[src/design/dmrle_pkg.sv]
package dmrle_pkg;

    // field widths
    localparam int BYTE_W  = 8;
    localparam int CNT_W   = 6;
    localparam int LIMIT_W = 21;
    localparam int STAT_W  = 2;
    localparam int ADDR_W  = 3;
    localparam int DATA_W  = 32;

    // marker classification
    localparam logic [BYTE_W-1:0] MARK_MASK = 8'hC0;
    localparam logic [BYTE_W-1:0] PCX_MARK  = 8'hC0;
    localparam logic [BYTE_W-1:0] RLE8_MARK = 8'h40;

    // decode modes
    localparam logic MODE_PCX  = 1'b0;
    localparam logic MODE_RLE8 = 1'b1;

    // register index (byte address bit 2)
    localparam logic REG_MODE  = 1'b0;
    localparam logic REG_LIMIT = 1'b1;

    typedef enum logic [STAT_W-1:0] {
        ST_OK       = 2'd0,
        ST_OVERFLOW = 2'd1,
        ST_DANGLING = 2'd2,
        ST_SHORT    = 2'd3
    } t_status;

    // one queued command: a byte with the number of copies to emit
    typedef struct packed {
        logic [BYTE_W-1:0] data;
        logic [CNT_W-1:0]  count;
        logic              last;
        logic              dangling;
    } t_cmd;

endpackage

[src/design/dmrle_if.sv]
interface dmrle_in_if;
    logic                        valid;
    logic                        ready;
    logic [dmrle_pkg::BYTE_W-1:0] code_byte;
    logic                        stream_last;

    modport source (output valid, output code_byte, output stream_last, input ready);
    modport sink   (input valid, input code_byte, input stream_last, output ready);
endinterface

interface dmrle_out_if;
    logic                         valid;
    logic                         ready;
    logic [dmrle_pkg::BYTE_W-1:0] pixel_byte;
    logic                         has_byte;
    logic                         run_end;
    logic                         stream_end;
    logic [dmrle_pkg::STAT_W-1:0] end_status;

    modport source (output valid, output pixel_byte, output has_byte, output run_end,
                    output stream_end, output end_status, input ready);
    modport sink   (input valid, input pixel_byte, input has_byte, input run_end,
                    input stream_end, input end_status, output ready);
endinterface

[src/design/dmrle_fifo.sv]
module dmrle_fifo (
    input  logic            i_clk,
    input  logic            i_rst_n,
    input  logic            i_push,
    input  dmrle_pkg::t_cmd i_cmd,
    input  logic            i_pop,
    output dmrle_pkg::t_cmd o_cmd,
    output logic            o_empty,
    output logic            o_full
);
    localparam int DEPTH = 4;
    localparam int PTR_W = $clog2(DEPTH);

    dmrle_pkg::t_cmd  r_mem [DEPTH];
    logic [PTR_W-1:0] r_wr_ptr;
    logic [PTR_W-1:0] r_rd_ptr;
    logic [PTR_W:0]   r_count;

    assign o_empty = (r_count == '0);
    assign o_full  = (r_count == (PTR_W+1)'(DEPTH));
    assign o_cmd   = r_mem[r_rd_ptr];

    // entry storage
    always_ff @(posedge i_clk) begin
        if (i_push) begin
            r_mem[r_wr_ptr] <= i_cmd;
        end
    end

    // pointers and fill level
    always_ff @(posedge i_clk) begin
        if (!i_rst_n) begin
            r_wr_ptr <= '0;
            r_rd_ptr <= '0;
            r_count  <= '0;
        end else begin
            if (i_push) begin
                r_wr_ptr <= r_wr_ptr + 1'b1;
            end
            if (i_pop) begin
                r_rd_ptr <= r_rd_ptr + 1'b1;
            end
            case ({i_push, i_pop})
                2'b10:   r_count <= r_count + 1'b1;
                2'b01:   r_count <= r_count - 1'b1;
                default: r_count <= r_count;
            endcase
        end
    end
endmodule

[src/design/dmrle_front.sv]
module dmrle_front (
    input  logic            i_clk,
    input  logic            i_rst_n,
    input  logic            i_mode,
    dmrle_in_if.sink        i_in,
    input  logic            i_q_full,
    output logic            o_push,
    output dmrle_pkg::t_cmd o_cmd
);
    logic                        r_pend;
    logic [dmrle_pkg::CNT_W-1:0] r_pcnt;
    logic                        n_pend;
    logic [dmrle_pkg::CNT_W-1:0] n_pcnt;
    logic                        accept;
    logic                        is_marker;
    logic [dmrle_pkg::BYTE_W-1:0] top_bits;

    assign i_in.ready = !i_q_full;
    assign accept     = i_in.valid && i_in.ready;
    assign top_bits   = i_in.code_byte & dmrle_pkg::MARK_MASK;
    assign is_marker  = (i_mode == dmrle_pkg::MODE_RLE8) ? (top_bits == dmrle_pkg::RLE8_MARK)
                                                         : (top_bits == dmrle_pkg::PCX_MARK);

    // classify: run data byte, new marker, or literal
    always_comb begin
        o_cmd.data     = i_in.code_byte;
        o_cmd.last     = i_in.stream_last;
        o_cmd.dangling = 1'b0;
        o_cmd.count    = '0;
        n_pend         = r_pend;
        n_pcnt         = r_pcnt;
        if (r_pend) begin
            o_cmd.count = r_pcnt;
            n_pend      = 1'b0;
            n_pcnt      = '0;
        end else if (is_marker) begin
            n_pend         = 1'b1;
            n_pcnt         = i_in.code_byte[dmrle_pkg::CNT_W-1:0];
            o_cmd.dangling = i_in.stream_last;
        end else begin
            o_cmd.count = dmrle_pkg::CNT_W'(1);
        end
        if (i_in.stream_last) begin
            n_pend = 1'b0;
            n_pcnt = '0;
        end
    end

    // only items that emit something or close the stream go to the queue
    assign o_push = accept && ((o_cmd.count != '0) || i_in.stream_last);

    always_ff @(posedge i_clk) begin
        if (!i_rst_n) begin
            r_pend <= 1'b0;
            r_pcnt <= '0;
        end else if (accept) begin
            r_pend <= n_pend;
            r_pcnt <= n_pcnt;
        end
    end
endmodule

[src/design/dmrle_back.sv]
module dmrle_back #(
    parameter int BO_W = 21
) (
    input  logic            i_clk,
    input  logic            i_rst_n,
    input  logic [BO_W-1:0] i_lim,
    input  logic            i_empty,
    input  dmrle_pkg::t_cmd i_cmd,
    output logic            o_pop,
    dmrle_out_if.source     o_out
);
    localparam int CMP_W = (BO_W > dmrle_pkg::CNT_W) ? BO_W : dmrle_pkg::CNT_W;

    // stream counters
    logic [BO_W-1:0] r_bytes_out, n_bytes_out;
    logic            r_ovf, n_ovf;
    // run in progress
    logic                         r_busy, n_busy;
    logic [dmrle_pkg::CNT_W-1:0]  r_left, n_left;
    logic [dmrle_pkg::BYTE_W-1:0] r_byte, n_byte;
    logic                         r_last, n_last;
    dmrle_pkg::t_status           r_stat, n_stat;
    // output register
    logic                         r_ovalid, n_ovalid;
    logic [dmrle_pkg::BYTE_W-1:0] r_pix, n_pix;
    logic                         r_has, n_has;
    logic                         r_run_end, n_run_end;
    logic                         r_stream_end, n_stream_end;
    dmrle_pkg::t_status           r_status, n_status;

    logic                        out_free;
    logic                        load;
    logic [BO_W-1:0]             rem;
    logic [CMP_W-1:0]            rem_x;
    logic [CMP_W-1:0]            cnt_x;
    logic                        over;
    logic [dmrle_pkg::CNT_W-1:0] emit;
    logic                        single;
    dmrle_pkg::t_status          stat;

    assign out_free = !r_ovalid || o_out.ready;
    assign load     = !r_busy && !i_empty && out_free;
    assign o_pop    = load;

    // clip the command against what is left of the limit (none once a lowered
    // limit is already passed)
    assign rem    = (r_bytes_out >= i_lim) ? '0 : i_lim - r_bytes_out;
    assign rem_x  = CMP_W'(rem);
    assign cnt_x  = CMP_W'(i_cmd.count);
    assign over   = cnt_x > rem_x;
    assign emit   = over ? rem_x[dmrle_pkg::CNT_W-1:0] : i_cmd.count;
    assign single = (emit <= dmrle_pkg::CNT_W'(1));

    // end status: dangling over overflow over short
    always_comb begin
        if (i_cmd.dangling) begin
            stat = dmrle_pkg::ST_DANGLING;
        end else if (r_ovf || over) begin
            stat = dmrle_pkg::ST_OVERFLOW;
        end else if (cnt_x != rem_x) begin
            stat = dmrle_pkg::ST_SHORT;
        end else begin
            stat = dmrle_pkg::ST_OK;
        end
    end

    always_comb begin
        n_bytes_out  = r_bytes_out;
        n_ovf        = r_ovf;
        n_busy       = r_busy;
        n_left       = r_left;
        n_byte       = r_byte;
        n_last       = r_last;
        n_stat       = r_stat;
        n_ovalid     = r_ovalid && !o_out.ready;
        n_pix        = r_pix;
        n_has        = r_has;
        n_run_end    = r_run_end;
        n_stream_end = r_stream_end;
        n_status     = r_status;
        if (r_busy && out_free) begin
            // repeat the run byte
            n_ovalid     = 1'b1;
            n_pix        = r_byte;
            n_has        = 1'b1;
            n_run_end    = (r_left == dmrle_pkg::CNT_W'(1));
            n_stream_end = n_run_end && r_last;
            n_status     = n_stream_end ? r_stat : dmrle_pkg::ST_OK;
            n_left       = r_left - 1'b1;
            if (n_run_end) begin
                n_busy = 1'b0;
            end
        end else if (load) begin
            // first result of the command goes out right away
            n_bytes_out = i_cmd.last ? '0 : r_bytes_out + BO_W'(emit);
            n_ovf       = i_cmd.last ? 1'b0 : (r_ovf || over);
            if ((emit != '0) || i_cmd.last) begin
                n_ovalid     = 1'b1;
                n_pix        = (emit != '0) ? i_cmd.data : '0;
                n_has        = (emit != '0);
                n_run_end    = single;
                n_stream_end = single && i_cmd.last;
                n_status     = n_stream_end ? stat : dmrle_pkg::ST_OK;
            end
            if (!single) begin
                n_busy = 1'b1;
                n_left = emit - 1'b1;
                n_byte = i_cmd.data;
                n_last = i_cmd.last;
                n_stat = stat;
            end
        end
    end

    // control state
    always_ff @(posedge i_clk) begin
        if (!i_rst_n) begin
            r_bytes_out <= '0;
            r_ovf       <= 1'b0;
            r_busy      <= 1'b0;
            r_left      <= '0;
            r_ovalid    <= 1'b0;
        end else begin
            r_bytes_out <= n_bytes_out;
            r_ovf       <= n_ovf;
            r_busy      <= n_busy;
            r_left      <= n_left;
            r_ovalid    <= n_ovalid;
        end
    end

    // payload
    always_ff @(posedge i_clk) begin
        r_byte       <= n_byte;
        r_last       <= n_last;
        r_stat       <= n_stat;
        r_pix        <= n_pix;
        r_has        <= n_has;
        r_run_end    <= n_run_end;
        r_stream_end <= n_stream_end;
        r_status     <= n_status;
    end

    assign o_out.valid      = r_ovalid;
    assign o_out.pixel_byte = r_pix;
    assign o_out.has_byte   = r_has;
    assign o_out.run_end    = r_run_end;
    assign o_out.stream_end = r_stream_end;
    assign o_out.end_status = r_status;
endmodule

[src/design/dual_mode_rle_byte_decoder.sv]
// A byte that emits goes through the command queue and then into the output register.
// Throughput: one item per cycle for literals and markers while the output is not stalled; a run of
// bytes holds the back end, which repeats them through the single output register, while a 4-entry command
// queue lets the front keep taking items. Zero-length runs and marker bytes emit nothing.
// Reset (synchronous, active low) clears the queue, run and stream state, and both
// configuration registers.
module dual_mode_rle_byte_decoder #(
    parameter int MAX_OUT_BYTES = 1048576
) (
    input  logic                           i_clk,
    input  logic                           i_rst_n,
    dmrle_in_if.sink                       i_in,
    dmrle_out_if.source                    o_out,
    input  logic                           psel,
    input  logic                           penable,
    input  logic                           pwrite,
    input  logic [dmrle_pkg::ADDR_W-1:0]   paddr,
    input  logic [dmrle_pkg::DATA_W-1:0]   pwdata,
    output logic [dmrle_pkg::DATA_W-1:0]   prdata,
    output logic                           pready
);
    localparam int LIM_MAX = (MAX_OUT_BYTES < 2097151) ? MAX_OUT_BYTES : 2097151;
    localparam int BO_W    = $clog2(LIM_MAX + 1);
    localparam logic [24:0] LIM_CAP = 25'(LIM_MAX);

    logic                             r_mode;
    logic [dmrle_pkg::LIMIT_W-1:0]    r_out_limit;
    logic [BO_W-1:0]                  r_lim;
    logic                             wr_en;
    logic [dmrle_pkg::LIMIT_W-1:0]    wr_limit;
    logic [BO_W-1:0]                  wr_lim;
    logic                             q_push;
    logic                             q_pop;
    logic                             q_empty;
    logic                             q_full;
    dmrle_pkg::t_cmd                  push_cmd;
    dmrle_pkg::t_cmd                  head_cmd;

    // configuration port
    assign pready   = 1'b1;
    assign wr_en    = psel && penable && pwrite && pready;
    assign wr_limit = pwdata[dmrle_pkg::LIMIT_W-1:0];
    assign wr_lim   = (25'(wr_limit) > LIM_CAP) ? LIM_CAP[BO_W-1:0] : wr_limit[BO_W-1:0];

    always_ff @(posedge i_clk) begin
        if (!i_rst_n) begin
            r_mode      <= dmrle_pkg::MODE_PCX;
            r_out_limit <= '0;
            r_lim       <= '0;
        end else if (wr_en) begin
            case (paddr[2])
                dmrle_pkg::REG_MODE: begin
                    r_mode <= pwdata[0];
                end
                dmrle_pkg::REG_LIMIT: begin
                    r_out_limit <= wr_limit;
                    r_lim       <= wr_lim;
                end
                default: begin
                    r_mode <= r_mode;
                end
            endcase
        end
    end

    always_comb begin
        case (paddr[2])
            dmrle_pkg::REG_MODE:  prdata = dmrle_pkg::DATA_W'(r_mode);
            dmrle_pkg::REG_LIMIT: prdata = dmrle_pkg::DATA_W'(r_out_limit);
            default:              prdata = '0;
        endcase
    end

    dmrle_front u_front (
        .i_clk    (i_clk),
        .i_rst_n  (i_rst_n),
        .i_mode   (r_mode),
        .i_in     (i_in),
        .i_q_full (q_full),
        .o_push   (q_push),
        .o_cmd    (push_cmd)
    );

    dmrle_fifo u_fifo (
        .i_clk   (i_clk),
        .i_rst_n (i_rst_n),
        .i_push  (q_push),
        .i_cmd   (push_cmd),
        .i_pop   (q_pop),
        .o_cmd   (head_cmd),
        .o_empty (q_empty),
        .o_full  (q_full)
    );

    dmrle_back #(
        .BO_W (BO_W)
    ) u_back (
        .i_clk   (i_clk),
        .i_rst_n (i_rst_n),
        .i_lim   (r_lim),
        .i_empty (q_empty),
        .i_cmd   (head_cmd),
        .o_pop   (q_pop),
        .o_out   (o_out)
    );
endmodule

[src/flat_wrapper.sv]
// flat-port wrapper written by rule: the top's interface ports become plain ports
module dual_mode_rle_byte_decoder_flat 
#(
    parameter int MAX_OUT_BYTES = 1048576
)
  (i_clk, i_rst_n, psel, penable, pwrite, paddr, pwdata, prdata, pready, i_in_valid, i_in_code_byte, i_in_stream_last, i_in_ready, o_out_valid, o_out_pixel_byte, o_out_has_byte, o_out_run_end, o_out_stream_end, o_out_end_status, o_out_ready);
  dmrle_in_if i_in_i ();
  dmrle_out_if o_out_i ();
  input  logic i_clk;
  input  logic i_rst_n;
  input  logic psel;
  input  logic penable;
  input  logic pwrite;
  input  logic [dmrle_pkg::ADDR_W-1:0] paddr;
  input  logic [dmrle_pkg::DATA_W-1:0] pwdata;
  output logic [dmrle_pkg::DATA_W-1:0] prdata;
  output logic pready;
  input wire logic [$bits(i_in_i.valid)-1:0] i_in_valid;
  input wire logic [$bits(i_in_i.code_byte)-1:0] i_in_code_byte;
  input wire logic [$bits(i_in_i.stream_last)-1:0] i_in_stream_last;
  output wire logic [$bits(i_in_i.ready)-1:0] i_in_ready;
  output wire logic [$bits(o_out_i.valid)-1:0] o_out_valid;
  output wire logic [$bits(o_out_i.pixel_byte)-1:0] o_out_pixel_byte;
  output wire logic [$bits(o_out_i.has_byte)-1:0] o_out_has_byte;
  output wire logic [$bits(o_out_i.run_end)-1:0] o_out_run_end;
  output wire logic [$bits(o_out_i.stream_end)-1:0] o_out_stream_end;
  output wire logic [$bits(o_out_i.end_status)-1:0] o_out_end_status;
  input wire logic [$bits(o_out_i.ready)-1:0] o_out_ready;
  assign i_in_i.valid = i_in_valid;
  assign i_in_i.code_byte = i_in_code_byte;
  assign i_in_i.stream_last = i_in_stream_last;
  assign i_in_ready = i_in_i.ready;
  assign o_out_valid = o_out_i.valid;
  assign o_out_pixel_byte = o_out_i.pixel_byte;
  assign o_out_has_byte = o_out_i.has_byte;
  assign o_out_run_end = o_out_i.run_end;
  assign o_out_stream_end = o_out_i.stream_end;
  assign o_out_end_status = o_out_i.end_status;
  assign o_out_i.ready = o_out_ready;
  dual_mode_rle_byte_decoder #(.MAX_OUT_BYTES(MAX_OUT_BYTES)) u_core (.i_clk(i_clk), .i_rst_n(i_rst_n), .i_in(i_in_i), .o_out(o_out_i), .psel(psel), .penable(penable), .pwrite(pwrite), .paddr(paddr), .pwdata(pwdata), .prdata(prdata), .pready(pready));
endmodule
[config.mk]
export PLATFORM = sky130hd
export DESIGN_NAME = dual_mode_rle_byte_decoder_flat
export DESIGN_NICKNAME = d
export VERILOG_FILES = /design/src/design/dmrle_pkg.sv /design/src/design/dmrle_if.sv /design/src/design/dmrle_fifo.sv /design/src/design/dmrle_front.sv /design/src/design/dmrle_back.sv /design/src/design/dual_mode_rle_byte_decoder.sv /design/src/flat_wrapper.sv
export SDC_FILE = /design/constraint.sdc
export NUM_CORES = 1
export LEC_CHECK = 0
export BUFFER_PORTS_ARGS = -buffer_cell sky130_fd_sc_hd__buf_2
export CORE_MARGIN = 2
export CORE_UTILIZATION = 50
export CTS_BUF_LIST = sky130_fd_sc_hd__clkbuf_16
export CTS_CLUSTER_DIAMETER = 120
export DETAILED_ROUTE_END_ITERATION = 12
export GPL_ROUTABILITY_DRIVEN = 0
export PLACE_DENSITY = 0.69
export SYNTH_ARGS = -nofsm -noshare
export SYNTH_HDL_FRONTEND = slang
export SYNTH_HIERARCHICAL = 1
export SYNTH_SLANG_ARGS = --single-unit
[constraint.sdc]
create_clock -name i_clk -period 9.2 [get_ports i_clk]
set_clock_uncertainty 0.15 [all_clocks]
set_input_delay 0.92 -clock i_clk [delete_from_list [all_inputs] [get_ports i_clk]]
set_output_delay 0.92 -clock i_clk [all_outputs]
set_load 0.01 [all_outputs]
==> results.md <==
- The commonest cells after synthesis are sky130_fd_sc_hd__nand2_1, sky130_fd_sc_hd__dfxtp_1, sky130_fd_sc_hd__edfxtp_1, sky130_fd_sc_hd__inv_1, sky130_fd_sc_hd__mux2i_1.
- The total overflow left after global routing is 0.
- Dividing total power by cell area gives a power density of around 310 mW/mm².
- The worst hold path passes through 2 cells.
- VDD sags by at most 0.184 mV.
- The CTS clock-pin slew for the worst setup and hold paths is 0.09 ns.
- The total of buffers placed on input and output ports is 73.
- The highest attainable clock frequency is approximately 140 MHz.
- The count of cells resized by post-cts repair is 0.
- The number of vias after detailed routing is 6892.
- The via count of the first global-routing pass was 6516.
- Of the post-synthesis cell area, the dominant cell type holds 0.270.
- Dividing the final minimum period by the clock period gives 0.773.
- For this design, the CTS-stage hold fixing added 0 buffers.
- The cell count after placement is 1221.
- For this run, design rule violations remaining after detail routing come to 0.
- The HPWL after detailed placement is 14200 µm.
- The async set or reset register ratio after synthesis is 0.
- The xor/xnor cell area share of the yosys netlist is 0.0354.
- Among all flip-flop cells after synthesis, the most frequent one is sky130_fd_sc_hd__dfxtp_1.
- The critical path endpoint category is a register.
- The clock tree from TritonCTS is built.
- The count of max-cap constraint violations is 0.
- Setup repair after global routing left no endpoint under its margin.
- The arrival time reported for the critical path endpoint is 7.28 ns.
- Routed signal wires occupy layers up through met4.
- The largest fanout of any net on the critical path is 9.
- The clock tree root driver cell is sky130_fd_sc_hd__clkbuf_16.
- Yosys mapped the design onto 77 distinct sky130hd cell types.
- At the end of the flow the core is filled with cells to 0.566.
- For this design the static power due to leakage is 4.27 nW.
- The number of top-level pins is 99.
- The number of buffers between clock root and the deepest sink is 2.
- The most common cell in the synthesized netlist is sky130_fd_sc_hd__nand2_1.
- The tightest min-delay check is of the register to register type.
- The critical path is of the register to register type.
- The startpoint class of the critical path is a register.
- Measured along the y axis, the die boundary spans 143 µm.
- The design draws 3.27 mW.
- The worst-margin pin slew is a little over 1 ns.
- Measured against its own limit, the worst slew margin works out to 0.314.
- The logic depth of the worst setup path including buffers is 32.
- The average cell area after synthesis is 10.4 µm².
- The initial antenna violation count is 2.
- The detailed route wirelength on metal2 is 9270 µm.
- The number of instances in the synthesized netlist is 931.
- The fraction of the mapped netlist area in compound gates is 0.113.
- Subtracting the final worst setup slack from the clock period gives 7.11 ns.
- Dividing the detail-routed wire length by the instance count gives 16.1 µm.
- STA puts the critical path data required time at 9.37 ns.
- At the placement stage, the worst setup path has a slack of 2.22 ns.
- The initial core utilization is 0.513.
- The end of the worst register-to-register path is u_core/u_back/r_bytes_out[20]$_SDFFE_PN0P_.
- In this design, the largest share of critical-path delay is due to compound AO/OA/AOI/OAI gates.
- The share of synthesized area occupied by flip-flops and latches is 0.457.
- The per-cell via count in the routed design is 5.49.
- After synthesis the cells add up to 0.00966 mm².
- The synthesized design spends more area on one cell type than any other, namely sky130_fd_sc_hd__edfxtp_1.
- By area the synthesized netlist is led by sky130_fd_sc_hd__edfxtp_1, sky130_fd_sc_hd__dfxtp_1, sky130_fd_sc_hd__ha_1, sky130_fd_sc_hd__mux2i_1, sky130_fd_sc_hd__nand2_1.
- By area, the combinational part of the netlist is dominated by simple AND/OR/NAND/NOR gates.
- The internal reg-to-reg setup slack is approximately 2.1 ns.
- The detail route stage leaves a number of antenna-violating nets equal to 0.
- The startpoint of the worst register-to-register path is u_core/u_back/r_bytes_out[12]$_SDFFE_PN0P_.
- In this run the post-CTS setup repair buffer count came out at 0.
- The slowest cell on the critical path is sky130_fd_sc_hd__fa_1.
- For the final routed database, the setup TNS stands at 0 ns.
- The die covers 0.0204 mm².
- In this run, the number of DRC markers left after iteration 0 of detailed routing was between 600 and 700.
- The clock insertion delay at the later pin of the skew report is 0.45 ns.
- In this run the most critical hold path is launched from u_core/r_out_limit[6]$_SDFFE_PN0P_.
- The TritonCTS sink count is 177.
- Buffers inserted during clock tree synthesis total 17.
- The synthesized design contains 177 register bits.
- The horizontal die dimension is 143 µm.
- The share of final-layout standard cells stronger than drive strength 1 is 0.141.
- Across all setup checks in the final design, the least slack found is 2.09 ns.
- The count of non-filler cells in the finished layout is 1255.
- Tracing the worst setup path back leads to its startpoint at u_core/u_back/r_bytes_out[12]$_SDFFE_PN0P_.
- The final count of negative-setup-slack endpoints is 0.
- The synthesis-to-layout area growth is 10.4%.
- The delay of the slowest critical-path stage is 0.42 ns.
- The number of standard-cell rows in the floorplan is 50.
- The number of warnings printed during yosys synthesis is 6.
- The critical path contains buffers and inverters numbering 2 combined.
- Wires add up to between 20000 and 25000 µm.
- After floorplanning, the core was sized to cover 0.0188 mm².
- The number of slew-limit violations in the final report is 0.
- Yosys mapped a number of flops with a built-in enable equal to 87.
- Of the post-synthesis cell area, the part taken by muxes is 0.0938.
- The pin count of the biggest net entering global routing is 84.
- For the worst flop-to-flop path, the logic depth is 32.
- The sum of met3 wire segment lengths after detailed routing is 711 µm.
- At the end of the flow, the number of nets in the layout was 1077.
- The final number of hold-violating endpoints was 0.
- The adder-cell share of the synthesized area is 0.0619.
- Before antenna repair, the detailed router went through 5 iterations.
- The global-route usage over all layers is 0.206.
- For this block, wires on met1 add up to 9900 µm.
- The H-tree generated during clock tree synthesis spans 4 levels.
- The run finished with clean final reports.
- The first global-routing pass estimated 33000 µm of wire.
- The post-synthesis simple-gate area fraction is 0.177.
- The critical path ends at u_core/u_back/r_bytes_out[20]$_SDFFE_PN0P_.
[through the flow]
step	instance area (µm²)	hold slack (ns)
6_report	10700	0.309
5_1_grt	10700	0.321
4_1_cts	10700	0.311
3_5_place_dp	10000	0.292
3_3_place_gp	10000	0.290
2_1_floorplan	9700	0.280
[kinds of logic (layout without fill, tap and decap cells)]
kind of cell,Yosys count,after routing
buf+inv,108,160
xor+xnor,39,39
mux,68,68
flops,177,177
fa+ha+maj,46,46
other cells,2,14
compound gates,157,157
simple gates,334,334
[cell usage in the layout, fill, tap and decap left out, types with 4 or more instances in the layout]
cell,instances
sky130_fd_sc_hd__nand2_1,126
sky130_fd_sc_hd__dfxtp_1,90
sky130_fd_sc_hd__edfxtp_1,87
sky130_fd_sc_hd__buf_2,72
sky130_fd_sc_hd__inv_1,51
sky130_fd_sc_hd__mux2i_1,50
sky130_fd_sc_hd__and2_1,44
sky130_fd_sc_hd__nor2_1,44
sky130_fd_sc_hd__ha_1,43
sky130_fd_sc_hd__a21oi_1,41
sky130_fd_sc_hd__xnor2_1,30
sky130_fd_sc_hd__o21ai_0,21
sky130_fd_sc_hd__nand3b_1,20
sky130_fd_sc_hd__clkbuf_16,17
sky130_fd_sc_hd__nor3_1,16
sky130_fd_sc_hd__nand3_1,15
sky130_fd_sc_hd__and3_1,14
sky130_fd_sc_hd__nor2b_1,14
sky130_fd_sc_hd__a21o_1,13
sky130_fd_sc_hd__conb_1,12
sky130_fd_sc_hd__o21ai_1,10
sky130_fd_sc_hd__mux4_2,10
sky130_fd_sc_hd__a31oi_1,9
sky130_fd_sc_hd__or3_1,9
sky130_fd_sc_hd__xor2_1,9
sky130_fd_sc_hd__clkinv_8,7
sky130_fd_sc_hd__o21a_1,6
sky130_fd_sc_hd__o211ai_1,6
sky130_fd_sc_hd__nand4_1,6
sky130_fd_sc_hd__a22o_1,6
sky130_fd_sc_hd__mux4_1,6
sky130_fd_sc_hd__a32o_2,6
sky130_fd_sc_hd__nand2b_1,5
sky130_fd_sc_hd__buf_4,4
[area by class of cell]
type                       count  area, µm²
fill                        1621       8170
multi-input combinational    656       4690
sequential                   177       4410
clock buffer                  17        425
timing repair buffer          76        390
tap                          260        325
clock inverter                15        214
inverter                      52        195
antenna                        2       5.00
[worst register-to-register path, delay by kind of cell (launching register included)]
family | cells | cell delay, ns
XOR/XNOR | 1 | 0.15
multiplexers | 1 | 0.41
adder cells (fa/ha/maj) | 4 | 1.17
buffers and inverters | 2 | 0.16
AO/OA/AOI/OAI | 12 | 2.57
AND/OR/NAND/NOR | 12 | 1.99
flip-flops | 1 | 0.38
[sequential cells by signal, summed over array words and instances (netlist names), 3 cells and up, named ones only]
name / count
u_core/u_back/r_byte: 8
u_core/u_back/o_out.pixel_byte: 8
u_core/u_back/r_bytes_out: 21
u_core/u_fifo/r_mem: 64
u_core/u_front/r_pcnt: 6
u_core/u_back/r_left: 6
u_core/u_fifo/r_count: 3
u_core/r_lim: 21
u_core/r_out_limit: 21
[report_power, final]
part	total (mW)	internal, mW	leakage, nW	switching [mW]
Sequential	1.05	0.999	1.55	0.0552
Clock	0.752	0.379	0.306	0.374
Combinational	1.46	0.584	2.41	0.877
[how the worst min path moves through the flow]
stage                                           to  slack (ns)
6_report        u_core/r_out_limit[6]$_SDFFE_PN0P_        0.31
5_1_grt        u_core/r_out_limit[11]$_SDFFE_PN0P_        0.32
4_1_cts         u_core/r_out_limit[4]$_SDFFE_PN0P_        0.31
3_5_place_dp    u_core/r_out_limit[4]$_SDFFE_PN0P_        0.29
3_3_place_gp   u_core/r_out_limit[10]$_SDFFE_PN0P_        0.29
2_1_floorplan  u_core/r_out_limit[10]$_SDFFE_PN0P_        0.28
[per-layer routing]
metal	GRT usage	up-vias
li1	-	3423
met3	0.0379	33
met1	0.287	3304
met5	0	-
met4	0.0688	0
met2	0.325	132
No activity file was read; power rests on OpenSTA's default activity.
